===== src/rtl/core/bosp_pkg.sv =====
package bosp_pkg;

    // Fixed widths of the slot-age store and the strength divider.
    localparam int AGE_W = 16;
    localparam int QUO_W = 14;
    localparam int CFG_ADDR_W = 5;

    localparam logic [AGE_W-1:0] AGE_MAX = 16'hFFFF;
    localparam logic [7:0] FRAMES_MAX = 8'd255;
    localparam logic [14:0] BASE_STRENGTH = 15'd5734;
    localparam logic [14:0] FULL_STRENGTH = 15'd18022;
    localparam logic [15:0] HUE_STEP = 16'd11141;
    localparam logic [15:0] POP_BIAS_Q16 = 16'd1311;

    localparam logic [15:0] FIRE_RATIO_RST = 16'd5530;
    localparam logic [15:0] FIRE_OFFSET_RST = 16'd1311;
    localparam logic [15:0] REARM_RATIO_RST = 16'd5120;
    localparam logic [15:0] REARM_OFFSET_RST = 16'd655;
    localparam logic [15:0] TROUGH_RISE_RST = 16'd695;
    localparam logic [7:0] REFRACTORY_RST = 8'd9;

    typedef enum logic [2:0] {
        REG_FIRE_RATIO   = 3'd0,
        REG_FIRE_OFFSET  = 3'd1,
        REG_REARM_RATIO  = 3'd2,
        REG_REARM_OFFSET = 3'd3,
        REG_TROUGH_RISE  = 3'd4,
        REG_REFRACTORY   = 3'd5
    } t_reg_idx;

    typedef enum logic [2:0] {
        S_IDLE,
        S_MUL_RISE,
        S_UPD,
        S_MUL_FIRE,
        S_MUL_REARM,
        S_DECIDE,
        S_DIV,
        S_WAIT
    } t_state;

    // Commands from the detector sequencer to the slot pool.
    typedef struct packed {
        logic start;
        logic grant;
    } t_pool_cmd;

endpackage


===== src/rtl/core/bosp_ram.sv =====
module bosp_ram #(
    parameter int WIDTH = 16,
    parameter int DEPTH = 8,
    localparam int AW = (DEPTH > 1) ? $clog2(DEPTH) : 1
) (
    input  logic             i_clk,
    input  logic             i_wr_en,
    input  logic [AW-1:0]    i_wr_addr,
    input  logic [WIDTH-1:0] i_wr_data,
    input  logic             i_rd_en,
    input  logic [AW-1:0]    i_rd_addr,
    output logic [WIDTH-1:0] o_rd_data
);

    logic [WIDTH-1:0] r_mem [DEPTH];
    logic [WIDTH-1:0] r_rd_data;

    always_ff @(posedge i_clk) begin
        if (i_wr_en) begin
            r_mem[i_wr_addr] <= i_wr_data;
        end
        if (i_rd_en) begin
            r_rd_data <= r_mem[i_rd_addr];
        end
    end

    assign o_rd_data = r_rd_data;

endmodule


===== src/rtl/core/bosp_div.sv =====
module bosp_div #(
    parameter int DEN_W = 17,
    parameter int QUO_W = 14,
    localparam int W  = DEN_W + QUO_W,
    localparam int CW = (QUO_W > 1) ? $clog2(QUO_W) : 1
) (
    input  logic             i_clk,
    input  logic             i_rst_n,
    input  logic             i_start,
    input  logic [W-1:0]     i_num,
    input  logic [DEN_W-1:0] i_den,
    output logic             o_done,
    output logic [QUO_W-1:0] o_quo
);

    // Restoring division, one quotient bit per cycle, MSB first. The caller
    // guarantees that the quotient fits in QUO_W bits.
    logic             r_busy;
    logic             r_done;
    logic [CW-1:0]    r_cnt;
    logic [W-1:0]     r_rem;
    logic [W-1:0]     r_dsh;
    logic [QUO_W-1:0] r_quo;
    logic             w_ge;

    assign w_ge = (r_rem >= r_dsh);

    always_ff @(posedge i_clk) begin
        if (!i_rst_n) begin
            r_busy <= 1'b0;
            r_done <= 1'b0;
        end else begin
            r_done <= 1'b0;
            if (i_start) begin
                r_busy <= 1'b1;
                r_cnt  <= CW'(QUO_W - 1);
                r_rem  <= i_num;
                r_dsh  <= W'(i_den) << (QUO_W - 1);
                r_quo  <= '0;
            end else if (r_busy) begin
                if (w_ge) begin
                    r_rem <= r_rem - r_dsh;
                end
                r_quo <= {r_quo[QUO_W-2:0], w_ge};
                r_dsh <= r_dsh >> 1;
                if (r_cnt == '0) begin
                    r_busy <= 1'b0;
                    r_done <= 1'b1;
                end else begin
                    r_cnt <= r_cnt - CW'(1);
                end
            end
        end
    end

    assign o_done = r_done;
    assign o_quo  = r_quo;

endmodule


===== src/rtl/core/bosp_slot_pool.sv =====
module bosp_slot_pool import bosp_pkg::*; #(
    parameter int NUM_SLOTS = 8,
    localparam int SLOT_W = (NUM_SLOTS > 1) ? $clog2(NUM_SLOTS) : 1
) (
    input  logic              i_clk,
    input  logic              i_rst_n,
    input  t_pool_cmd         i_cmd,
    output logic              o_done,
    output logic [SLOT_W-1:0] o_best
);

    localparam logic [SLOT_W-1:0] LAST = SLOT_W'(NUM_SLOTS - 1);

    // A sweep reads every age, ages it by one frame and writes it back while
    // tracking the oldest entry seen so far. A grant afterwards writes the
    // chosen entry as one frame old. Entries never written read as saturated.
    logic                 r_sweep;
    logic [SLOT_W-1:0]    r_rd_idx;
    logic                 r_pend;
    logic [SLOT_W-1:0]    r_pend_idx;
    logic [SLOT_W-1:0]    r_best;
    logic [AGE_W-1:0]     r_best_age;
    logic                 r_done;
    logic [NUM_SLOTS-1:0] r_valid;

    logic [AGE_W-1:0]  w_rd_data;
    logic [AGE_W-1:0]  w_age;
    logic [AGE_W-1:0]  w_inc;
    logic              w_wr_en;
    logic [SLOT_W-1:0] w_wr_addr;
    logic [AGE_W-1:0]  w_wr_data;

    assign w_age = r_valid[r_pend_idx] ? w_rd_data : AGE_MAX;
    assign w_inc = (w_age == AGE_MAX) ? w_age : w_age + AGE_W'(1);

    assign w_wr_en   = r_pend | i_cmd.grant;
    assign w_wr_addr = r_pend ? r_pend_idx : r_best;
    assign w_wr_data = r_pend ? w_inc : AGE_W'(1);

    bosp_ram #(
        .WIDTH (AGE_W),
        .DEPTH (NUM_SLOTS)
    ) u_age_ram (
        .i_clk     (i_clk),
        .i_wr_en   (w_wr_en),
        .i_wr_addr (w_wr_addr),
        .i_wr_data (w_wr_data),
        .i_rd_en   (r_sweep),
        .i_rd_addr (r_rd_idx),
        .o_rd_data (w_rd_data)
    );

    always_ff @(posedge i_clk) begin
        if (!i_rst_n) begin
            r_sweep <= 1'b0;
            r_pend  <= 1'b0;
            r_done  <= 1'b0;
            r_valid <= '0;
        end else begin
            if (i_cmd.start) begin
                r_sweep  <= 1'b1;
                r_rd_idx <= '0;
                r_done   <= 1'b0;
            end else if (r_sweep) begin
                if (r_rd_idx == LAST) begin
                    r_sweep <= 1'b0;
                end else begin
                    r_rd_idx <= r_rd_idx + SLOT_W'(1);
                end
            end
            r_pend     <= r_sweep;
            r_pend_idx <= r_rd_idx;
            if (r_pend) begin
                if (r_pend_idx == '0 || w_age > r_best_age) begin
                    r_best     <= r_pend_idx;
                    r_best_age <= w_age;
                end
                if (r_pend_idx == LAST) begin
                    r_done <= 1'b1;
                end
                r_valid[r_pend_idx] <= 1'b1;
            end
            if (i_cmd.grant) begin
                r_valid[r_best] <= 1'b1;
            end
        end
    end

    assign o_done = r_done;
    assign o_best = r_best;

endmodule


===== src/rtl/core/beat_onset_detector_slot_pool.sv =====
// Beat onset detector with a pool of ring slots.
// The input channel (i_valid, o_stall, i_bass_level) takes one bass-envelope
// sample per display frame. Each accepted sample produces exactly one result
// transfer on the output channel (o_valid, i_stall, o_beat, o_slot_index,
// o_ring_strength, o_hue_phase); when no beat fires, only o_beat is low and
// the other fields are zero.
// The result waits for the slot-age sweep through the age memory, and when a
// beat fires with a ring strength between base and full, it goes through
// the 14-step divider first. One sample is processed at a time; o_stall is
// high while a sample is in process.
// A finished result sits in an output register; the next sample is accepted
// while it waits. If the receiver keeps i_stall high, the following result
// waits in the sequencer until the output register frees up.
// A synchronous reset (i_rst_n low) restores the configuration defaults,
// clears the trough, arms the detector, saturates the frame counter and
// marks every slot as oldest. There is no clearing pass.
// The user must write configuration through the APB port only while the
// block is idle; the block itself does not enforce this.
module beat_onset_detector_slot_pool import bosp_pkg::*; #(
    parameter int NUM_SLOTS  = 8,
    parameter int LEVEL_BITS = 16
) (
    input  logic                  i_clk,
    input  logic                  i_rst_n,
    input  logic                  i_valid,
    output logic                  o_stall,
    input  logic [15:0]           i_bass_level,
    output logic                  o_valid,
    input  logic                  i_stall,
    output logic                  o_beat,
    output logic [2:0]            o_slot_index,
    output logic [14:0]           o_ring_strength,
    output logic [15:0]           o_hue_phase,
    input  logic                  psel,
    input  logic                  penable,
    input  logic                  pwrite,
    input  logic [CFG_ADDR_W-1:0] paddr,
    input  logic [31:0]           pwdata,
    output logic [31:0]           prdata,
    output logic                  pready
);

    localparam int LB     = LEVEL_BITS;
    localparam int SLOT_W = (NUM_SLOTS > 1) ? $clog2(NUM_SLOTS) : 1;
    localparam int FW     = LB + 17;   // threshold compare width
    localparam int DW     = LB + 1;    // strength denominator width
    localparam int SW     = LB + 4;    // saturation compare width
    localparam int NW     = DW + QUO_W;

    // ---------------- Configuration registers ----------------
    logic [15:0] r_fire_ratio;
    logic [15:0] r_fire_offset;
    logic [15:0] r_rearm_ratio;
    logic [15:0] r_rearm_offset;
    logic [15:0] r_trough_rise;
    logic [7:0]  r_refractory;
    logic        w_cfg_wr;
    t_reg_idx    w_cfg_idx;

    assign pready    = 1'b1;
    assign w_cfg_wr  = psel & penable & pwrite & pready;
    assign w_cfg_idx = t_reg_idx'(paddr[4:2]);

    always_ff @(posedge i_clk) begin
        if (!i_rst_n) begin
            r_fire_ratio   <= FIRE_RATIO_RST;
            r_fire_offset  <= FIRE_OFFSET_RST;
            r_rearm_ratio  <= REARM_RATIO_RST;
            r_rearm_offset <= REARM_OFFSET_RST;
            r_trough_rise  <= TROUGH_RISE_RST;
            r_refractory   <= REFRACTORY_RST;
        end else if (w_cfg_wr) begin
            unique case (w_cfg_idx)
                REG_FIRE_RATIO:   r_fire_ratio   <= pwdata[15:0];
                REG_FIRE_OFFSET:  r_fire_offset  <= pwdata[15:0];
                REG_REARM_RATIO:  r_rearm_ratio  <= pwdata[15:0];
                REG_REARM_OFFSET: r_rearm_offset <= pwdata[15:0];
                REG_TROUGH_RISE:  r_trough_rise  <= pwdata[15:0];
                REG_REFRACTORY:   r_refractory   <= pwdata[7:0];
                default: ;
            endcase
        end
    end

    always_comb begin
        unique case (w_cfg_idx)
            REG_FIRE_RATIO:   prdata = {16'd0, r_fire_ratio};
            REG_FIRE_OFFSET:  prdata = {16'd0, r_fire_offset};
            REG_REARM_RATIO:  prdata = {16'd0, r_rearm_ratio};
            REG_REARM_OFFSET: prdata = {16'd0, r_rearm_offset};
            REG_TROUGH_RISE:  prdata = {16'd0, r_trough_rise};
            REG_REFRACTORY:   prdata = {24'd0, r_refractory};
            default:          prdata = 32'd0;
        endcase
    end

    // ---------------- Detector state ----------------
    t_state          r_state, n_state;
    logic [LB-1:0]   r_bass, n_bass;
    logic [LB-1:0]   r_trough, n_trough;
    logic            r_armed, n_armed;
    logic [7:0]      r_frames, n_frames;
    logic [15:0]     r_color, n_color;
    logic [LB+15:0]  r_prod, n_prod;
    logic            r_fire, n_fire;
    logic            r_beat, n_beat;
    logic [14:0]     r_strength, n_strength;

    logic            r_out_valid, n_out_valid;
    logic            r_out_beat, n_out_beat;
    logic [2:0]      r_out_slot, n_out_slot;
    logic [14:0]     r_out_strength, n_out_strength;
    logic [15:0]     r_out_hue, n_out_hue;

    // The level format may be wider or narrower than the 16-bit sample port.
    logic [LB+15:0] w_bass_ext;
    logic [LB-1:0]  w_bass;
    assign w_bass_ext = {{LB{1'b0}}, i_bass_level};
    assign w_bass     = w_bass_ext[LB-1:0];

    // Q0.16 offsets rescaled into the level format.
    logic [LB+15:0] w_fire_off_sh, w_rearm_off_sh, w_bias_sh;
    logic [LB-1:0]  w_fire_lvl, w_rearm_lvl, w_bias_lvl;
    assign w_fire_off_sh  = {r_fire_offset, {LB{1'b0}}};
    assign w_rearm_off_sh = {r_rearm_offset, {LB{1'b0}}};
    assign w_bias_sh      = {POP_BIAS_Q16, {LB{1'b0}}};
    assign w_fire_lvl     = w_fire_off_sh[LB+15:16];
    assign w_rearm_lvl    = w_rearm_off_sh[LB+15:16];
    assign w_bias_lvl     = w_bias_sh[LB+15:16];

    // One multiplier, shared over three sequencer steps.
    logic [LB-1:0]  w_mul_a;
    logic [15:0]    w_mul_b;
    logic [LB+15:0] w_prod;
    assign w_prod = (LB + 16)'(w_mul_a) * (LB + 16)'(w_mul_b);

    // Threshold compares, exact in the scaled-by-4096 domain.
    logic [FW-1:0] w_bass_sh;
    logic          w_fire_hit, w_rearm_hit;
    assign w_bass_sh   = FW'(r_bass) << 12;
    assign w_fire_hit  = w_bass_sh > (FW'(r_prod) + (FW'(w_fire_lvl) << 12));
    assign w_rearm_hit = w_bass_sh < (FW'(r_prod) + (FW'(w_rearm_lvl) << 12));

    // Strength: punch ratio (bass - D) / D with D = trough + 0.02.
    logic [DW-1:0] w_d, w_diff;
    logic [SW-1:0] w_diff5, w_d6;
    logic [NW-1:0] w_num;
    logic          w_le_d, w_sat;
    assign w_d     = DW'(r_trough) + DW'(w_bias_lvl);
    assign w_diff  = DW'(r_bass) - w_d;
    assign w_le_d  = DW'(r_bass) <= w_d;
    assign w_diff5 = (SW'(w_diff) << 2) + SW'(w_diff);
    assign w_d6    = (SW'(w_d) << 2) + (SW'(w_d) << 1);
    assign w_sat   = w_diff5 >= w_d6;
    assign w_num   = (NW'(w_diff) << 13) + (NW'(w_diff) << 11);

    logic             w_div_start;
    logic             w_div_done;
    logic [QUO_W-1:0] w_div_quo;

    bosp_div #(
        .DEN_W (DW),
        .QUO_W (QUO_W)
    ) u_div (
        .i_clk   (i_clk),
        .i_rst_n (i_rst_n),
        .i_start (w_div_start),
        .i_num   (w_num),
        .i_den   (w_d),
        .o_done  (w_div_done),
        .o_quo   (w_div_quo)
    );

    t_pool_cmd         w_pool_cmd;
    logic              w_pool_done;
    logic [SLOT_W-1:0] w_pool_best;
    logic [SLOT_W+2:0] w_slot_ext;

    bosp_slot_pool #(
        .NUM_SLOTS (NUM_SLOTS)
    ) u_slot_pool (
        .i_clk   (i_clk),
        .i_rst_n (i_rst_n),
        .i_cmd   (w_pool_cmd),
        .o_done  (w_pool_done),
        .o_best  (w_pool_best)
    );

    assign w_slot_ext = {3'b000, w_pool_best};

    // ---------------- Sequencer ----------------
    always_comb begin
        n_state        = r_state;
        n_bass         = r_bass;
        n_trough       = r_trough;
        n_armed        = r_armed;
        n_frames       = r_frames;
        n_color        = r_color;
        n_prod         = r_prod;
        n_fire         = r_fire;
        n_beat         = r_beat;
        n_strength     = r_strength;
        n_out_valid    = r_out_valid & i_stall;
        n_out_beat     = r_out_beat;
        n_out_slot     = r_out_slot;
        n_out_strength = r_out_strength;
        n_out_hue      = r_out_hue;
        w_mul_a        = '0;
        w_mul_b        = '0;
        w_div_start    = 1'b0;
        w_pool_cmd     = '0;

        unique case (r_state)
            S_IDLE: begin
                if (i_valid) begin
                    n_bass           = w_bass;
                    w_pool_cmd.start = 1'b1;
                    n_state          = S_MUL_RISE;
                end
            end
            S_MUL_RISE: begin
                w_mul_a = r_bass - r_trough;
                w_mul_b = r_trough_rise;
                n_prod  = w_prod;
                n_state = S_UPD;
            end
            S_UPD: begin
                // The follower snaps down to a dip, else rises part of the way.
                if (r_bass < r_trough) begin
                    n_trough = r_bass;
                end else begin
                    n_trough = r_trough + r_prod[LB+15:16];
                end
                n_state = S_MUL_FIRE;
            end
            S_MUL_FIRE: begin
                w_mul_a = r_trough;
                w_mul_b = r_fire_ratio;
                n_prod  = w_prod;
                n_state = S_MUL_REARM;
            end
            S_MUL_REARM: begin
                n_fire  = r_armed && w_fire_hit && (r_frames > r_refractory);
                w_mul_a = r_trough;
                w_mul_b = r_rearm_ratio;
                n_prod  = w_prod;
                n_state = S_DECIDE;
            end
            S_DECIDE: begin
                n_beat     = r_fire;
                n_strength = '0;
                n_state    = S_WAIT;
                if (r_fire) begin
                    // Frame and slot ages restart at zero and then age by one.
                    n_armed  = 1'b0;
                    n_frames = 8'd1;
                    n_color  = r_color + HUE_STEP;
                    if (w_le_d) begin
                        n_strength = BASE_STRENGTH;
                    end else if (w_sat) begin
                        n_strength = FULL_STRENGTH;
                    end else begin
                        w_div_start = 1'b1;
                        n_state     = S_DIV;
                    end
                end else begin
                    if (!r_armed && w_rearm_hit) begin
                        n_armed = 1'b1;
                    end
                    if (r_frames != FRAMES_MAX) begin
                        n_frames = r_frames + 8'd1;
                    end
                end
            end
            S_DIV: begin
                if (w_div_done) begin
                    n_strength = BASE_STRENGTH + 15'(w_div_quo);
                    n_state    = S_WAIT;
                end
            end
            S_WAIT: begin
                if (w_pool_done && (!r_out_valid || !i_stall)) begin
                    n_out_valid      = 1'b1;
                    n_out_beat       = r_beat;
                    n_out_slot       = r_beat ? w_slot_ext[2:0] : 3'd0;
                    n_out_strength   = r_strength;
                    n_out_hue        = r_beat ? r_color : 16'd0;
                    w_pool_cmd.grant = r_beat;
                    n_state          = S_IDLE;
                end
            end
            default: begin
                n_state = S_IDLE;
            end
        endcase
    end

    always_ff @(posedge i_clk) begin
        if (!i_rst_n) begin
            r_state     <= S_IDLE;
            r_trough    <= '0;
            r_armed     <= 1'b1;
            r_frames    <= FRAMES_MAX;
            r_color     <= '0;
            r_fire      <= 1'b0;
            r_beat      <= 1'b0;
            r_out_valid <= 1'b0;
        end else begin
            r_state     <= n_state;
            r_trough    <= n_trough;
            r_armed     <= n_armed;
            r_frames    <= n_frames;
            r_color     <= n_color;
            r_fire      <= n_fire;
            r_beat      <= n_beat;
            r_out_valid <= n_out_valid;
        end
    end

    always_ff @(posedge i_clk) begin
        r_bass         <= n_bass;
        r_prod         <= n_prod;
        r_strength     <= n_strength;
        r_out_beat     <= n_out_beat;
        r_out_slot     <= n_out_slot;
        r_out_strength <= n_out_strength;
        r_out_hue      <= n_out_hue;
    end

    assign o_stall         = (r_state != S_IDLE);
    assign o_valid         = r_out_valid;
    assign o_beat          = r_out_beat;
    assign o_slot_index    = r_out_slot;
    assign o_ring_strength = r_out_strength;
    assign o_hue_phase     = r_out_hue;

    // ---------------- Assertions ----------------
    // A delivered beat carries a strength between the base and the full value.
    a_strength_range: assert property (@(posedge i_clk) disable iff (!i_rst_n)
        (o_valid && o_beat) |->
        (o_ring_strength >= BASE_STRENGTH && o_ring_strength <= FULL_STRENGTH))
        else $error("beat strength out of range");

    // Without a beat the slot, strength and hue fields are zero.
    a_quiet_fields: assert property (@(posedge i_clk) disable iff (!i_rst_n)
        (o_valid && !o_beat) |->
        (o_slot_index == 3'd0 && o_ring_strength == 15'd0 && o_hue_phase == 16'd0))
        else $error("non-beat result carries payload");

    // A firing decision disarms the detector and restarts the frame count.
    a_fire_disarms: assert property (@(posedge i_clk) disable iff (!i_rst_n)
        (r_state == S_DECIDE && r_fire) |=> (!r_armed && r_frames == 8'd1))
        else $error("beat did not disarm detector");

    // A result is only loaded once the slot sweep has finished.
    a_sweep_before_load: assert property (@(posedge i_clk) disable iff (!i_rst_n)
        (r_state == S_WAIT && n_state == S_IDLE) |-> (w_pool_done && !o_stall == 1'b0))
        else $error("result loaded before slot sweep finished");

endmodule


===== config.mk =====
export PLATFORM = sky130hd
export DESIGN_NAME = beat_onset_detector_slot_pool
export DESIGN_NICKNAME = d
export VERILOG_FILES = /design/src/rtl/core/bosp_pkg.sv /design/src/rtl/core/bosp_ram.sv /design/src/rtl/core/bosp_div.sv /design/src/rtl/core/bosp_slot_pool.sv /design/src/rtl/core/beat_onset_detector_slot_pool.sv
export SDC_FILE = /design/constraint.sdc
export NUM_CORES = 2
export LEC_CHECK = 0
export BUFFER_PORTS_ARGS = -buffer_cell sky130_fd_sc_hd__buf_2
export CORE_MARGIN = 4
export CORE_UTILIZATION = 35
export CTS_CLUSTER_SIZE = 40
export DETAILED_ROUTE_END_ITERATION = 7
export PLACE_DENSITY_LB_ADDON = 0.25
export SETUP_SLACK_MARGIN = 0.05
export SLEW_MARGIN = 40
export SYNTH_ARGS = -nofsm -noshare
export SYNTH_HDL_FRONTEND = slang
export SYNTH_SLANG_ARGS = --single-unit

===== constraint.sdc =====
create_clock -name i_clk -period 24.5 [get_ports i_clk]
set_input_delay 6.125 -clock i_clk [delete_from_list [all_inputs] [get_ports i_clk]]
set_output_delay 6.125 -clock i_clk [all_outputs]
set_load 0.02 [all_outputs]

==> results_dict.tcl <==
set metrics [dict create \
    r2r-start "r_trough[2]$_SDFFE_PN0P_" \
    ioPinCount 130 \
    peakVddDrop_mv 0.05446 \
    reg2reg_slack_ps 14150 \
    synth-edff-count 346 \
    cellLeakagePower_nw 17.45 \
    maxSlewHeadroom_pct 44.70 \
    whs_endpoint "o_ring_strength[0]$_DFFE_PP_" \
    wirelength_um 102100 \
    postLayoutCoreUtil_pct 38.99 \
    ys.flop_type "edfxtp_1" \
    max-cap-violations 0 \
    power_density_nw_per_um2 71.12 \
    numClockSinks 494 \
    antenna_found_initial 3 \
    cts_tree "yes" \
    setup_violations 0 \
    rsz0062_at_grt "no" \
    crit_required_ps 18380 \
    drc 0 \
    die_y_um 335.9 \
    r2r_cells 34 \
    grt_pass1_wl_um 159300 \
    rows 120 \
    synth-seq-cells 494 \
    syn2layout_area_growth_pct 10.74 \
    fillers 10705 \
    drtIter0Drc 1755 \
    overflow 0 \
    syn_area_um2 37640 \
    grt_start_max_net_pins 99 \
    crit_path_start_kind "primary input" \
    tns_ps 0 \
    coreArea_um2 106900 \
    synthArstFlopShare_pct 0 \
    r2r-end "r_prod[31]$_DFFE_PP_" \
    post_cts_buffers 0 \
    cts_max_path_buffers 3 \
    path_class "in -> out" \
    cts.repair.resized 0 \
    cts_inserted_buffers 57 \
    cts-htree-levels 2 \
    fin_crit_sh_pct 57.95 \
    fin_worst_skew_ps 59.00 \
    max_freq_mhz 70.43 \
    grt_pass1_vias 27219 \
    start_util_pct 35.21 \
    grt_util_met3_pct 1.965 \
    wire_per_inst_um 18.92 \
    syn_avg_cell_area_um2 9.734 \
    vias 27674 \
    cts_hold_buf 0 \
    hp-start "r_strength[0]$_SDFFCE_PN0P_" \
    grt-busiest-layer "met2" \
    slew_viol_final 0 \
    status "complete, no violations" \
    hold_depth 0 \
    die_area_um2 112900 \
    fin_nets 4520 \
    synthCells 3867 \
    port_buffers 94 \
    worstPathMaxFanout 33 \
    worst_setup_path_end_kind "output port" \
    cts_root_buf "clkbuf_16" \
    place_hpwl_um 77560 \
    die_w_um 335.9 \
    post_route_cells_drive_above_1_share_pct 9.594 \
    viasPerCell 5.130 \
    total_power_mw 2.965 \
    ys_seq_area_share_pct 35.47 \
    tightest_slew_ps 823.6 \
    met1_usage_pct 24.65 \
    cp.arrival_ps 8070 \
    holdCritPathClass "reg -> reg" \
    antenna_cells 0 \
    grt_use_met2_pct 30.30 \
    clk_latency_ps 650 \
    path_clk_slew_ps 50 \
    ys_types 93 \
    firstDrtPassIters 6 \
    yosys_warnings 0 \
    gp_congestion 0.8886 \
    grt_usage_pct 17.92 \
    fin_crit_ps 14200 \
    final_antenna_net_count 0 \
    finalHoldViolCount 0 \
]
-- registers in the layout (all words and copies together) (netlist names), 16 cells and up --
register,flops
r_prod,32
u_slot_pool.u_age_ram.r_mem,128
u_slot_pool.r_best_age,16
r_bass,16
r_fire_offset,16
r_rearm_ratio,16
r_trough_rise,16
r_fire_ratio,16
r_color,16
o_hue_phase,16
u_slot_pool.u_age_ram.o_rd_data,16
u_div.r_dsh,30
r_trough,16
r_rearm_offset,16
u_div.r_rem,31
-- worst max-delay path by stage --
stage | start | to | slack [ps] | cells past startpoint
floorplan | paddr[3] | prdata[12] | 10460 | 6
global placement | paddr[4] | prdata[10] | 10380 | 5
detailed placement | paddr[4] | prdata[13] | 10340 | 5
CTS | paddr[4] | prdata[13] | 10340 | 5
global route | paddr[4] | prdata[13] | 10240 | 5
finish | paddr[4] | prdata[11] | 10300 | 5
-- cells in the mapped netlist, types with 34 or more instances --
| cell | count | area share (%) |
|---|---|---|
| nor3_1 | 47 | 0.62 |
| o21ai_0 | 178 | 2.4 |
| nor2b_1 | 49 | 0.81 |
| mux2_2 | 34 | 1.0 |
| mux2i_1 | 67 | 1.8 |
| o21a_1 | 44 | 0.88 |
| dfxtp_1 | 148 | 7.9 |
| xnor2_1 | 129 | 3.0 |
| clkbuf_1 | 115 | 1.1 |
| nand3_1 | 87 | 1.2 |
| a21oi_1 | 194 | 2.6 |
| a21boi_0 | 74 | 1.5 |
| edfxtp_1 | 346 | 28 |
| nand2_1 | 446 | 4.4 |
| a21o_1 | 58 | 1.2 |
| inv_1 | 415 | 4.1 |
| ha_1 | 315 | 10 |
| fa_1 | 202 | 11 |
| nor2_1 | 322 | 3.2 |
| and2_1 | 60 | 1.0 |
| xor2_1 | 54 | 1.3 |
| mux4_2 | 39 | 2.3 |
-- where the power goes --
part           switching (mW)  total, mW  internal, mW
Combinational           0.674       1.14         0.470
Sequential             0.0469      0.974         0.928
Clock                   0.369      0.845         0.476
Total                    1.09       2.96          1.87
-- worst max-delay path: stages --
cell and delay (ps):
buf_2 500, nor2b_1 690, a21oi_1 230, o22ai_1 290, buf_2 230
-- cell type report --
cell class	count	area, um^2	share of cell area [%]
Multi-Input combinational cell	2821	22210	53.29
Sequential cell	494	13360	32.04
Inverter	416	1562	3.746
Clock inverter	37	344.1	0.8254
Clock buffer	71	1519	3.644
Timing Repair Buffer	153	937.1	2.248
Tap cell	1403	1755	4.211
-- through the flow --
step	hold WS, ps	setup WS [ps]	cells	cell area, um^2
after floorplan	400.3	10460	3883	37700
after global placement	402.1	10380	5279	39700
after detailed placement	404.5	10340	5287	39810
after CTS	418.8	10340	5395	41670
after global routing	426.3	10240	5395	41690
final	416.4	10300	5395	41690
-- routing by layer --
metal,wire length (um),vias to the layer above
met4,2447,0
met3,3675,118
li1,-,13542
met5,0,-
met2,48000,492
met1,47950,13522
-- cells in the final DEF, fill, tap and decap left out, types with 31 or more instances in the layout --
cell and instances:
edfxtp_1 346, and2_1 60, nand3_1 86, dfxtp_1 146
ha_1 315, a31oi_1 31, clkbuf_16 57, nand2_1 446
buf_2 95, mux2_2 34, a21oi_1 194, xnor2_1 129
nor2b_1 49, inv_1 415, o21a_1 42, o21ai_0 173
buf_4 53, mux4_2 39, mux2i_1 66, a21o_1 58
a21boi_0 73, xor2_1 54, nand2b_1 31, nor2_1 318
nor3_1 47, fa_1 202
-- kinds of logic (layout without fill, tap and decap cells) --
| group | count (synthesis) | in the layout | synth area share, % |
|---|---|---|---|
| other | 2 | 18 | 0.01995 |
| DFF | 494 | 494 | 35.47 |
| buffers and inverters | 568 | 677 | 5.917 |
| AOI/OAI and AO/OA | 791 | 791 | 13.64 |
| xor gates and xnor gates | 185 | 185 | 4.361 |
| muxes | 141 | 141 | 5.162 |
| and+or+nand+nor | 1165 | 1165 | 14.11 |
| adders and majority gates | 521 | 521 | 21.32 |
(Power assumes the default switching activity.)
